## config.mk

```make
export PLATFORM = sky130hd
export DESIGN_NAME = bps_ctrl
export DESIGN_NICKNAME = d
export VERILOG_FILES = /design/src/rtl/core/bps_pkg.sv /design/src/rtl/core/bps_ctrl.sv
export SDC_FILE = /design/constraint.sdc
export NUM_CORES = 1
export LEC_CHECK = 0
export BUFFER_PORTS_ARGS = -buffer_cell sky130_fd_sc_hd__buf_4
export CELL_PAD_IN_SITES_DETAIL_PLACEMENT = 1
export CELL_PAD_IN_SITES_GLOBAL_PLACEMENT = 1
export CORE_AREA = 2 2 39 41
export DETAILED_ROUTE_END_ITERATION = 10
export DIE_AREA = 0 0 41 43
export PLACE_DENSITY_LB_ADDON = 0.1
export SLEW_MARGIN = 20
export SYNTH_ARGS = -nofsm -noshare
export SYNTH_HDL_FRONTEND = slang
export SYNTH_SLANG_ARGS = --single-unit
```

## constraint.sdc

```tcl
create_clock -name clk_i -period 3.05 [get_ports clk_i]
set_clock_uncertainty 0.2 [all_clocks]
set_input_delay 0.4575 -clock clk_i [delete_from_list [all_inputs] [get_ports clk_i]]
set_output_delay 0.4575 -clock clk_i [all_outputs]
set_load 0.05 [all_outputs]
```

## src/rtl/core/bps_pkg.sv

```systemverilog
// shared types, codes and helpers for the bps patch applier
package bps_pkg;

  localparam int unsigned CFG_W         = 24;
  localparam int unsigned POS_W         = 26;
  localparam int unsigned SRC_DEPTH_DEF = 65536;
  localparam int unsigned TGT_DEPTH_DEF = 65536;

  localparam logic [31:0] CRC_POLY      = 32'hEDB88320;
  localparam logic [23:0] MIN_PATCH_LEN = 24'd19;
  localparam logic [24:0] TRAILER_LEN   = 25'd12;

  localparam logic [1:0] CFG_PATCH_LEN  = 2'd0;
  localparam logic [1:0] CFG_SRC_LEN    = 2'd1;
  localparam logic [1:0] CFG_TGT_CAP    = 2'd2;

  typedef enum logic [1:0] {
    CMD_LOAD    = 2'd0,
    CMD_PATCH   = 2'd1,
    CMD_READ    = 2'd2,
    CMD_RESTART = 2'd3
  } cmd_e;

  typedef enum logic [3:0] {
    ST_IDLE      = 4'd0,
    ST_RUNNING   = 4'd1,
    ST_OK        = 4'd2,
    ST_SMALL     = 4'd3,
    ST_HEADER    = 4'd4,
    ST_SRC_SMALL = 4'd5,
    ST_TGT_SMALL = 4'd6,
    ST_CRC_SRC   = 4'd7,
    ST_CRC_TGT   = 4'd8,
    ST_CRC_PATCH = 4'd9,
    ST_RANGE     = 4'd10
  } status_e;

  typedef enum logic [3:0] {
    PH_HEADER, PH_SRC_SIZE, PH_TGT_SIZE, PH_MARKUP_SIZE, PH_MARKUP,
    PH_CMD, PH_OFFSET, PH_TREAD, PH_TRAILER, PH_DONE
  } phase_e;

  typedef enum logic [2:0] {
    S_IDLE, S_EXEC, S_RUN_RD, S_RUN_WR, S_FIN_RD, S_FIN_CRC, S_RESP
  } state_e;

  typedef struct packed {
    logic load_item;
    logic exec;
    logic run_check;
    logic run_write;
    logic fin_check;
    logic fin_acc;
    logic resp_load;
  } ctrl_cmd_t;

  typedef struct packed {
    logic is_patch;
    logic run_start;
    logic fin_start;
    logic run_done;
    logic run_fault;
    logic fin_last;
    logic out_free;
  } dp_status_t;

  function automatic logic [31:0] crc32_byte(logic [31:0] crc, logic [7:0] b);
    logic [31:0] c;
    c = crc ^ {24'd0, b};
    for (int k = 0; k < 8; k++) begin
      c = c[0] ? ((c >> 1) ^ CRC_POLY) : (c >> 1);
    end
    return c;
  endfunction

  function automatic logic [7:0] magic_byte(logic [1:0] idx);
    logic [7:0] m;
    case (idx)
      2'd0:    m = 8'h42;
      2'd1:    m = 8'h50;
      2'd2:    m = 8'h53;
      default: m = 8'h31;
    endcase
    return m;
  endfunction

endpackage

```

## src/rtl/core/bps_ctrl.sv

```systemverilog
// sequencing state machine of the bps patch applier
module bps_ctrl (
  input  logic                clk_i,
  input  logic                rst_ni,
  input  logic                in_valid_i,
  output logic                in_ready_o,
  input  bps_pkg::dp_status_t status_i,
  output bps_pkg::ctrl_cmd_t  cmd_o
);

  bps_pkg::state_e state_q, state_d;

  always_comb begin
    state_d = state_q;
    unique case (state_q)
      bps_pkg::S_IDLE: if (in_valid_i) state_d = bps_pkg::S_EXEC;
      bps_pkg::S_EXEC: begin
        if (status_i.is_patch && status_i.run_start)      state_d = bps_pkg::S_RUN_RD;
        else if (status_i.is_patch && status_i.fin_start) state_d = bps_pkg::S_FIN_RD;
        else                                               state_d = bps_pkg::S_RESP;
      end
      bps_pkg::S_RUN_RD: begin
        if (status_i.run_done || status_i.run_fault) state_d = bps_pkg::S_RESP;
        else                                          state_d = bps_pkg::S_RUN_WR;
      end
      bps_pkg::S_RUN_WR:  state_d = bps_pkg::S_RUN_RD;
      bps_pkg::S_FIN_RD:  state_d = status_i.fin_last ? bps_pkg::S_RESP : bps_pkg::S_FIN_CRC;
      bps_pkg::S_FIN_CRC: state_d = bps_pkg::S_FIN_RD;
      bps_pkg::S_RESP:    if (status_i.out_free) state_d = bps_pkg::S_IDLE;
      default:            state_d = bps_pkg::S_IDLE;
    endcase
  end

  always_comb begin
    in_ready_o      = (state_q == bps_pkg::S_IDLE);
    cmd_o           = '0;
    cmd_o.load_item = in_valid_i && in_ready_o;
    unique case (state_q)
      bps_pkg::S_EXEC:    cmd_o.exec      = 1'b1;
      bps_pkg::S_RUN_RD:  cmd_o.run_check = 1'b1;
      bps_pkg::S_RUN_WR:  cmd_o.run_write = 1'b1;
      bps_pkg::S_FIN_RD:  cmd_o.fin_check = 1'b1;
      bps_pkg::S_FIN_CRC: cmd_o.fin_acc   = 1'b1;
      bps_pkg::S_RESP:    cmd_o.resp_load = status_i.out_free;
      default: ;
    endcase
  end

  always_ff @(posedge clk_i or negedge rst_ni) begin
    if (!rst_ni) begin
      state_q <= bps_pkg::S_IDLE;
    end else begin
      state_q <= state_d;
    end
  end

  a_wr_after_rd: assert property (@(posedge clk_i) disable iff (!rst_ni)
    state_q == bps_pkg::S_RUN_WR |-> $past(state_q) == bps_pkg::S_RUN_RD)
    else $error("run write without a preceding read");

  a_crc_after_rd: assert property (@(posedge clk_i) disable iff (!rst_ni)
    state_q == bps_pkg::S_FIN_CRC |-> $past(state_q) == bps_pkg::S_FIN_RD)
    else $error("source crc step without a preceding read");

  a_one_cmd: assert property (@(posedge clk_i) disable iff (!rst_ni)
    $onehot0({cmd_o.exec, cmd_o.run_check, cmd_o.run_write,
              cmd_o.fin_check, cmd_o.fin_acc, cmd_o.resp_load}))
    else $error("more than one datapath command");

  a_accept_exec: assert property (@(posedge clk_i) disable iff (!rst_ni)
    in_valid_i && in_ready_o |=> state_q == bps_pkg::S_EXEC)
    else $error("accepted word not executed");

endmodule

```

Word level (Yosys, flattened, before mapping)
Cells that the tools add are included.
{"block": "word_totals", "reg_bits": 3, "latch_bits": 0, "ramBits": 0, "rom_bits": 0, "inputBits": 10, "output_inout_bits": 8, "elab_cells": 28, "mem_count": 0}
{"block": "classes", "add_sub_neg": 0, "n_mul": 0, "div_mod_pow": 0, "n_lt_le_gt_ge": 0, "eq_ne": 8, "shift": 0, "n_mux": 13, "bitwise_logic": 0, "reduce_logical": 6}
{"op": "case mux 3 bit (7 select lines)", "count": 1}
{"op": "two-way mux 3 bit", "count": 4}
{"op": "== test 3 bit, second input constant", "count": 3}
{"op": "== test 3 x 2 -> 1 bit, second input constant", "count": 2}
{"op": "two-way mux 1 bit", "count": 6}
{"op": "two-way mux 2 bit", "count": 2}
{"op": "!= test 2 bit, second input constant", "count": 2}
{"op": "== test 3 x 1 -> 1 bit, second input constant", "count": 1}
{"op": "logical AND 1 bit", "count": 3}
{"op": "zero test 3 bit", "count": 1}
{"op": "AND reduction 2 bit", "count": 1}
{"op": "logical OR 1 bit", "count": 1}

Longest topological paths before layout
Gate-level depths: netlist (run 1).
{"block": "logic_depth", "word_depth": 4, "mapped_depth": 4, "depth_no_buf": 3}

Worst setup path after synthesis (run 1)
Ideal clock, no wire load.
{"block": "synth_timing", "kind": "register to output", "from": "reg state_q[1]", "to": "out cmd_o[6] (netlist bit)", "arrival_time_ps": 2138, "required_time_ps": 2392, "setup_slack_ps": 255, "stages_incl_launch_ff": 4, "path_buffers": 1, "path_cell_list": "dfrtp_1 -> buf_6 -> nor3_1 -> and2_1"}
{"element": "start: declaration", "line": "bps_ctrl.sv:11", "source": "bps_pkg::state_e state_q, state_d;"}
{"element": "start signal: assignment", "line": "bps_ctrl.sv:51", "source": "state_q <= bps_pkg::S_IDLE;"}
{"element": "start signal: assignment", "line": "bps_ctrl.sv:53", "source": "state_q <= state_d;"}
{"element": "end: declaration", "line": "bps_ctrl.sv:8", "source": "output bps_pkg::ctrl_cmd_t cmd_o"}

==> run summary, run 1 <==
The number of nets with antenna violations after detailed routing came out at 0. The setup path with the least slack is of type reg2out. Counting every net in the synthesized netlist gives 42. The standard cell core area is 1380 µm².

IR analysis of the VDD net gives a maximum drop of 478 µV. The clock period minus worst slack came out at 2060 ps. The area growth from synthesis to layout is 64.4%. The overall global routing resource usage is 10.4%. 0 antenna diodes ended up in the layout. The clock drives 3 sinks. The post-CTS setup buffer count came out at 0. The number of hold violations in the final report came out at 0. The highest fanout seen on the critical path came out at 14. The H-tree depth came out at 1. The depth of the worst register-to-register path came out at 3. The worst setup path is launched from a flip-flop. The static leakage is 0.189 nW. The unique cell type count in the Yosys netlist is 20. The fraction of layout instances using a drive strength above 1 is 41.2%. The number of flip-flops in the largest register came out at 3. Setup repair after global routing left no endpoint under its margin. The initial cell density of the core came out at 18.3%.

The required time at the worst-slack endpoint is 2390 ps. The number of buffers added by the clock tree synthesis step came out at 3. The detailed-route via count is 305. After the first detailed-routing iteration, the DRC count stood at 1.

The power density relative to cell area came out at 1210 nW/µm². The insertion delay of the later-clocked pin in the worst-skew pair is 230 ps. After routing, the total negative slack on setup checks comes to 0 ps. The wire length after detailed routing is 774 µm. The total number of nets in the final design is 62.

The post-layout utilization of the core is 30.0%. The maximum operating frequency is 0.486 GHz. The max-cap check violation count is 0. The tree is rooted in a sky130_fd_sc_hd__clkbuf_4.

The worst setup path is captured at an output pin. The worst slew margin relative to its limit came out at 73.6%. The run finished with clean final reports. The dominant cell type by area after synthesis is sky130_fd_sc_hd__dfrtp_1.

The arrival time at the worst endpoint is 1400 ps. The final count of negative-setup-slack endpoints came out at 0. For the pin with the worst max-slew slack, the measured transition is 395 ps.

The largest register by flop count is state_q. The number of global-route vias before repair was 328. The register area share after synthesis is 29.7%. The average size of a mapped cell came out at 7.90 µm². For this run, the number of Yosys warnings is 0. The die is 43 µm tall.

The worst hold path passes through 3 cells. The first-pass iteration count of the detailed router is 3. The initial antenna violation count came to 0. The synthesized design contains 3 register bits. The die covers 1760 µm². Counting along the longest clock path gives a buffer depth of 2. Entering global routing, the biggest net connects 15 pins. By area the synthesized netlist is led by sky130_fd_sc_hd__dfrtp_1 30%, sky130_fd_sc_hd__nor3b_1 8.9%, sky130_fd_sc_hd__a21oi_1 5.9%. The post-synthesis instance area came out at 253 µm². The clock-pin slew on the worst setup and hold paths is 40 ps. TritonCTS built the clock tree. The floorplan has 14 rows. The wire length of the first global-routing pass is 1260 µm.

The worst hold path belongs to the class in2reg. The vias per cell is 4.55. The final cycle utilization of the critical path came out at 67.4%. The weighted congestion reported at the end of routability-driven placement is 0.714. The die width is 41 µm. After detailed routing, the number of remaining DRC violations is 0. The share of the synthesized area in the top cell type is 29.7%. The largest registers in the layout are state_q x3. The top-level port count came out at 18. The gate count of the mapped netlist is 32. The count of port buffers added during placement came out at 17.

The remaining global-route overflow is 0. The average wire length per cell after detail routing is 11.6 µm. The count of final max-slew check failures came out at 0. Counting the fill cells in the layout gives 175.
## layout make-up
| cell class | count | area (µm²) | share of cell area (%) |
|---|---|---|---|
| Multi-Input combinational cell | 25 | 150 | 36.1 |
| Inverter | 1 | 6.26 | 1.51 |
| Sequential cell | 3 | 75.1 | 18.1 |
| Timing Repair Buffer | 18 | 138 | 33.1 |
| Clock buffer | 4 | 26.3 | 6.33 |
| Tap cell | 16 | 20.0 | 4.82 |
## report_power, final
part           total [W]  switching, W  internal (W)  leakage [nW]
sequential      0.000127     0.0000668     0.0000598        0.0360
combinational   0.000306      0.000196      0.000110         0.138
clock          0.0000704     0.0000213     0.0000491        0.0150
## stage by stage
stage	std cells	setup WS (ps)	hold slack, ps	total power [W]	cell area [µm²]
after floorplan	32	255	-38.1	0.000358	253
after global placement	62	1290	47.1	0.000434	379
after detailed placement	62	1220	48.2	0.000434	379
after CTS	67	972	290	0.000508	415
after global routing	67	928	320	0.000537	415
final	67	994	296	0.000503	415
## cell usage after synthesis
cell type,number
sky130_fd_sc_hd__a211oi_1,1
sky130_fd_sc_hd__a21oi_1,3
sky130_fd_sc_hd__a31oi_1,2
sky130_fd_sc_hd__and2_1,1
sky130_fd_sc_hd__and3_1,1
sky130_fd_sc_hd__buf_2,2
sky130_fd_sc_hd__buf_6,1
sky130_fd_sc_hd__dfrtp_1,3
sky130_fd_sc_hd__inv_4,1
sky130_fd_sc_hd__nand2_1,3
sky130_fd_sc_hd__nand3b_1,1
sky130_fd_sc_hd__nor2_1,1
sky130_fd_sc_hd__nor2b_1,1
sky130_fd_sc_hd__nor3_1,3
sky130_fd_sc_hd__nor3b_1,3
sky130_fd_sc_hd__o211ai_1,1
sky130_fd_sc_hd__o21a_1,1
sky130_fd_sc_hd__o22ai_1,1
sky130_fd_sc_hd__o41ai_1,1
sky130_fd_sc_hd__or3_1,1
## cell families (layout without fill, tap and decap cells)
logic type	after synthesis	after routing	share of synthesized area, %
flip-flops	3	3	29.7
AO/OA/AOI/OAI	10	10	25.7
AND/OR/NAND/NOR	15	15	33.7
buffers and inverters	4	23	10.9
## placed cells by master (no fill, tap or decap), drive strengths merged
cell         count
and3             1
dlygate4sd3      1
clkbuf           4
nor3             3
nor3b            3
nor2b            1
nand2            3
nor2             1
and2             1
o21a             1
a21oi            3
buf             17
dfrtp            3
inv              1
o22ai            1
a31oi            2
a211oi           1
o211ai           1
nand3b           1
o41ai            1
or3              1
## repair_timing
| item | 4_1_cts | 5_1_grt |
|---|---|---|
| hold buffers | 1 | 0 |
| hold endpoints to repair | 3 | 0 |
| gates resized for setup | 0 | 0 |
## path summary, 6_finish.rpt
check | start | to | slack [ps]
max in group asynchronous | rst_ni | state_q[2] | 2200
max | state_q[2] | cmd_o[6] | 990
min reg2reg | state_q[0] | state_q[0] | 490
min in group asynchronous | rst_ni | state_q[1] | 350
max reg2reg | state_q[1] | state_q[2] | 1620
min | status_i[1] | state_q[0] | 300
## critical path, cell delays in order (launching register included)
cell and delay, ps:
sky130_fd_sc_hd__dfrtp_1 510, sky130_fd_sc_hd__nor3_1 310, sky130_fd_sc_hd__and2_1 160, sky130_fd_sc_hd__buf_4 190
## metal layers
layer	GRT usage (%)	routed length [µm]	vias to the layer above	share of wire (%)
met2	15.3	354	13	46
met3	0	54	0	7.0
met5	0	0	-	0
li1	-	-	155	-
met4	8.00	0	0	0
met1	13.6	366	137	47
Power figures use the tool's default switching activity.
==> run 2: changes to the inputs <==
==> constraint.sdc (replaced) <==
create_clock -name clk_i -period 1.7 [get_ports clk_i]
set_clock_uncertainty 0.2 [all_clocks]
set_input_delay 0.255 -clock clk_i [delete_from_list [all_inputs] [get_ports clk_i]]
set_output_delay 0.255 -clock clk_i [all_outputs]
set_load 0.05 [all_outputs]
==> run summary, run 2 (same netlist as run 1, synthesis figures left out) <==
The total buffers and inverters traversed by the critical path came out at 1. Relative to the synthesized area, the layout overhead comes to 93.1%. The final HPWL from detailed placement came out at 702 µm. The total number of nets in the final design came out at 65. The number of global-route vias before repair is 321. The clock share of power is 11.9%. The insertion delay of the later-clocked pin in the worst-skew pair is 230 ps. The depth of the worst register-to-register path came out at 3. The worst ir drop on vdd came out at 559 µV. The internal power consumption is 0.000479 W. Global routing used 11.7% of the available tracks across all layers. The arrival time at the worst endpoint is 1210 ps. The library cell used most frequently in the layout, excluding fill and tap cells, is sky130_fd_sc_hd__buf_4. The number of hold violations in the final report came out at 0.

The first global-routing pass estimated 1330 µm of wire. The clock-pin slew on the worst setup and hold paths came out at 40 ps. The starting DRC count in detailed routing came out at 1. The routed layout has 324 vias.

The analysis attributes to net switching a power of 0.000560 W. The core region is 1380 µm². The highest fanout seen on the critical path came out at 6. The switching fraction of total power came out at 53.9%. The final cell count without fillers came out at 70. The required time at the worst-slack endpoint is 1240 ps. Across the run, the number of max-cap violations was 0.

The startpoint kind of the worst setup timing path is a flip-flop. The slowest stage of the critical path belongs to the cell sky130_fd_sc_hd__dfrtp_2. The instance count on the critical path came out at 3. The total overflow left after global routing is 0. The count of port buffers added during placement came out at 17.

After layout, the minimum clock period comes to 1660 ps. The H-tree depth is 1. The deepest clock path buffer count came out at 2.

After routing the design area is 488 µm². The startpoint-to-endpoint class of the critical path is reg2out. Before CTS, the worst setup slack after placement is 191 ps. The static leakage is 0.214 nW. The slew at the pin closest to its max-slew limit is 281 ps. Counting instances, the worst hold path has a depth of 4. The setup TNS after final layout is 0 ps.

Power spread over the standard cell area amounts to 2130 nW/µm². The delay of the slowest critical-path stage came out at 460 ps. The combinational power share came out at 67.1%.

The post-detailed-route DRC marker count came out at 0. The die extent in y is 43 µm. The final cycle utilization of the critical path came out at 97.9%. The die width came out at 41 µm. In the final routed layout, each cell accounts on average for 11.7 µm. The maximum number of pins on one net before global-route repair is 9. The number of buffers added by the clock tree synthesis step is 3.

Setup violations remaining at the end of the flow were counted as 0. The worst slew margin relative to its limit is 81.0%. The weighted congestion reported at the end of routability-driven placement came out at 0.754. The family of cells with the greatest summed delay on the critical path is flip-flops. The number of placed cells counting well taps is 65. Counting every sink on the clock net gives 3. The site row count is 14. The repair_antennas step left the layout with diodes totalling 0. Counting flops per register, the top entry is state_q. The number of flip-flops in the largest register came out at 3. The worst hold margin came out at 89.2 ps. The count of final max-slew check failures is 0. The die area came out at 1760 µm². The largest registers in the layout are state_q x3. The worst setup path is captured at an output pin. The initial antenna violation count is 0. The fraction of power consumed by sequential logic came out at 21.0%.

The min-delay analysis places its worst path in the category in2reg. The clock root buffer master is sky130_fd_sc_hd__clkbuf_4. The initial cell density of the core is 18.3%. Setup repair after global routing could not meet its margin everywhere. In this run the cell area measured after placement is 439 µm². Traced cell by cell, the critical path runs through nor3_4, and2_4, buf_8. The top-level port count is 18. The number of nets with antenna violations after detailed routing came out at 0. For this block, the routed nets add up to 822 µm of wire. The post-CTS setup buffer count is 0.

The flow ran to the end, and the final reports show no timing, DRC or antenna violations. Across all setup checks in the final design, the least slack found is 35.6 ps. The TritonCTS clock tree is yes.

The fraction of layout instances using a drive strength above 1 came out at 63.0%. The first-pass iteration count of the detailed router is 2. The vias per cell is 4.63. Based on the critical path, the design can be clocked at up to 0.601 GHz.
## run 2: cell types whose count changed in the layout (fill, tap and decap cells not counted), moves of 3 or more
cell / previous run / this run
sky130_fd_sc_hd__nor3b_2: 0 / 3
sky130_fd_sc_hd__dfrtp_2: 0 / 3
sky130_fd_sc_hd__nor3_1: 3 / 0
sky130_fd_sc_hd__dfrtp_1: 3 / 0
sky130_fd_sc_hd__nor3b_1: 3 / 0
## run 2: timing repair
action | in CTS | in global routing
gates resized for setup | 4 | 2
pin swaps | 0 | 1
endpoints found under the setup margin | 4 | 1
hold endpoints to repair | 3 | 0
hold buffers | 1 | 0
## run 2: area by class of cell
type                    count  area (µm²)
clock buffers               4        26.3
flip-flops and latches      3        78.8
well taps                  16        20.0
repair buffers             21         168
fillers                   172         896
inverters                   1        6.26
multi-input cells          25         189
## run 2: path summary, 6_finish.rpt
| kind | startpoint | to | slack (ps) |
|---|---|---|---|
| setup / recovery | state_q[1] | cmd_o[6] | 40 |
| hold / removal | status_i[3] | state_q[0] | 90 |
| setup reg to reg | state_q[0] | state_q[2] | 260 |
| hold reg to reg | state_q[1] | state_q[2] | 530 |
| max in group asynchronous | rst_ni | state_q[2] | 1040 |
| min in group asynchronous | rst_ni | state_q[0] | 150 |
## run 2: worst register-to-register path: cells and delay by family, from the launching register on
kind | cells | cell delay, ps
flip-flops | 1 | 470
AND/OR/NAND/NOR | 1 | 360
buffers and inverters | 1 | 190
AO/OA/AOI/OAI | 1 | 140
## run 2: through the flow
step           utilization (%)  total power (W)
2_1_floorplan                -         0.000709
3_3_place_gp              31.7         0.000892
4_1_cts                   34.9          0.00105
6_report                  35.3          0.00104
3_5_place_dp              31.7         0.000903
5_1_grt                   35.3          0.00112
## run 2: metal layers
metal	global-route usage, %	wire length (µm)	part of all wire [%]	vias up
met1	13.6	336	41	147
li1	-	-	-	165
met4	12.0	0	0	0
met2	17.5	441	54	12
met3	0	45	5.5	0
met5	0	0	0	-
## run 2: power by group through the flow
stage,Sequential (W),Combinational [W],Clock (W)
CTS,0.000220,0.000699,0.000132
finish,0.000218,0.000697,0.000124
global placement,0.000208,0.000685,0
global route,0.000228,0.000755,0.000134
floorplan,0.000146,0.000562,0
detailed placement,0.000213,0.000690,0
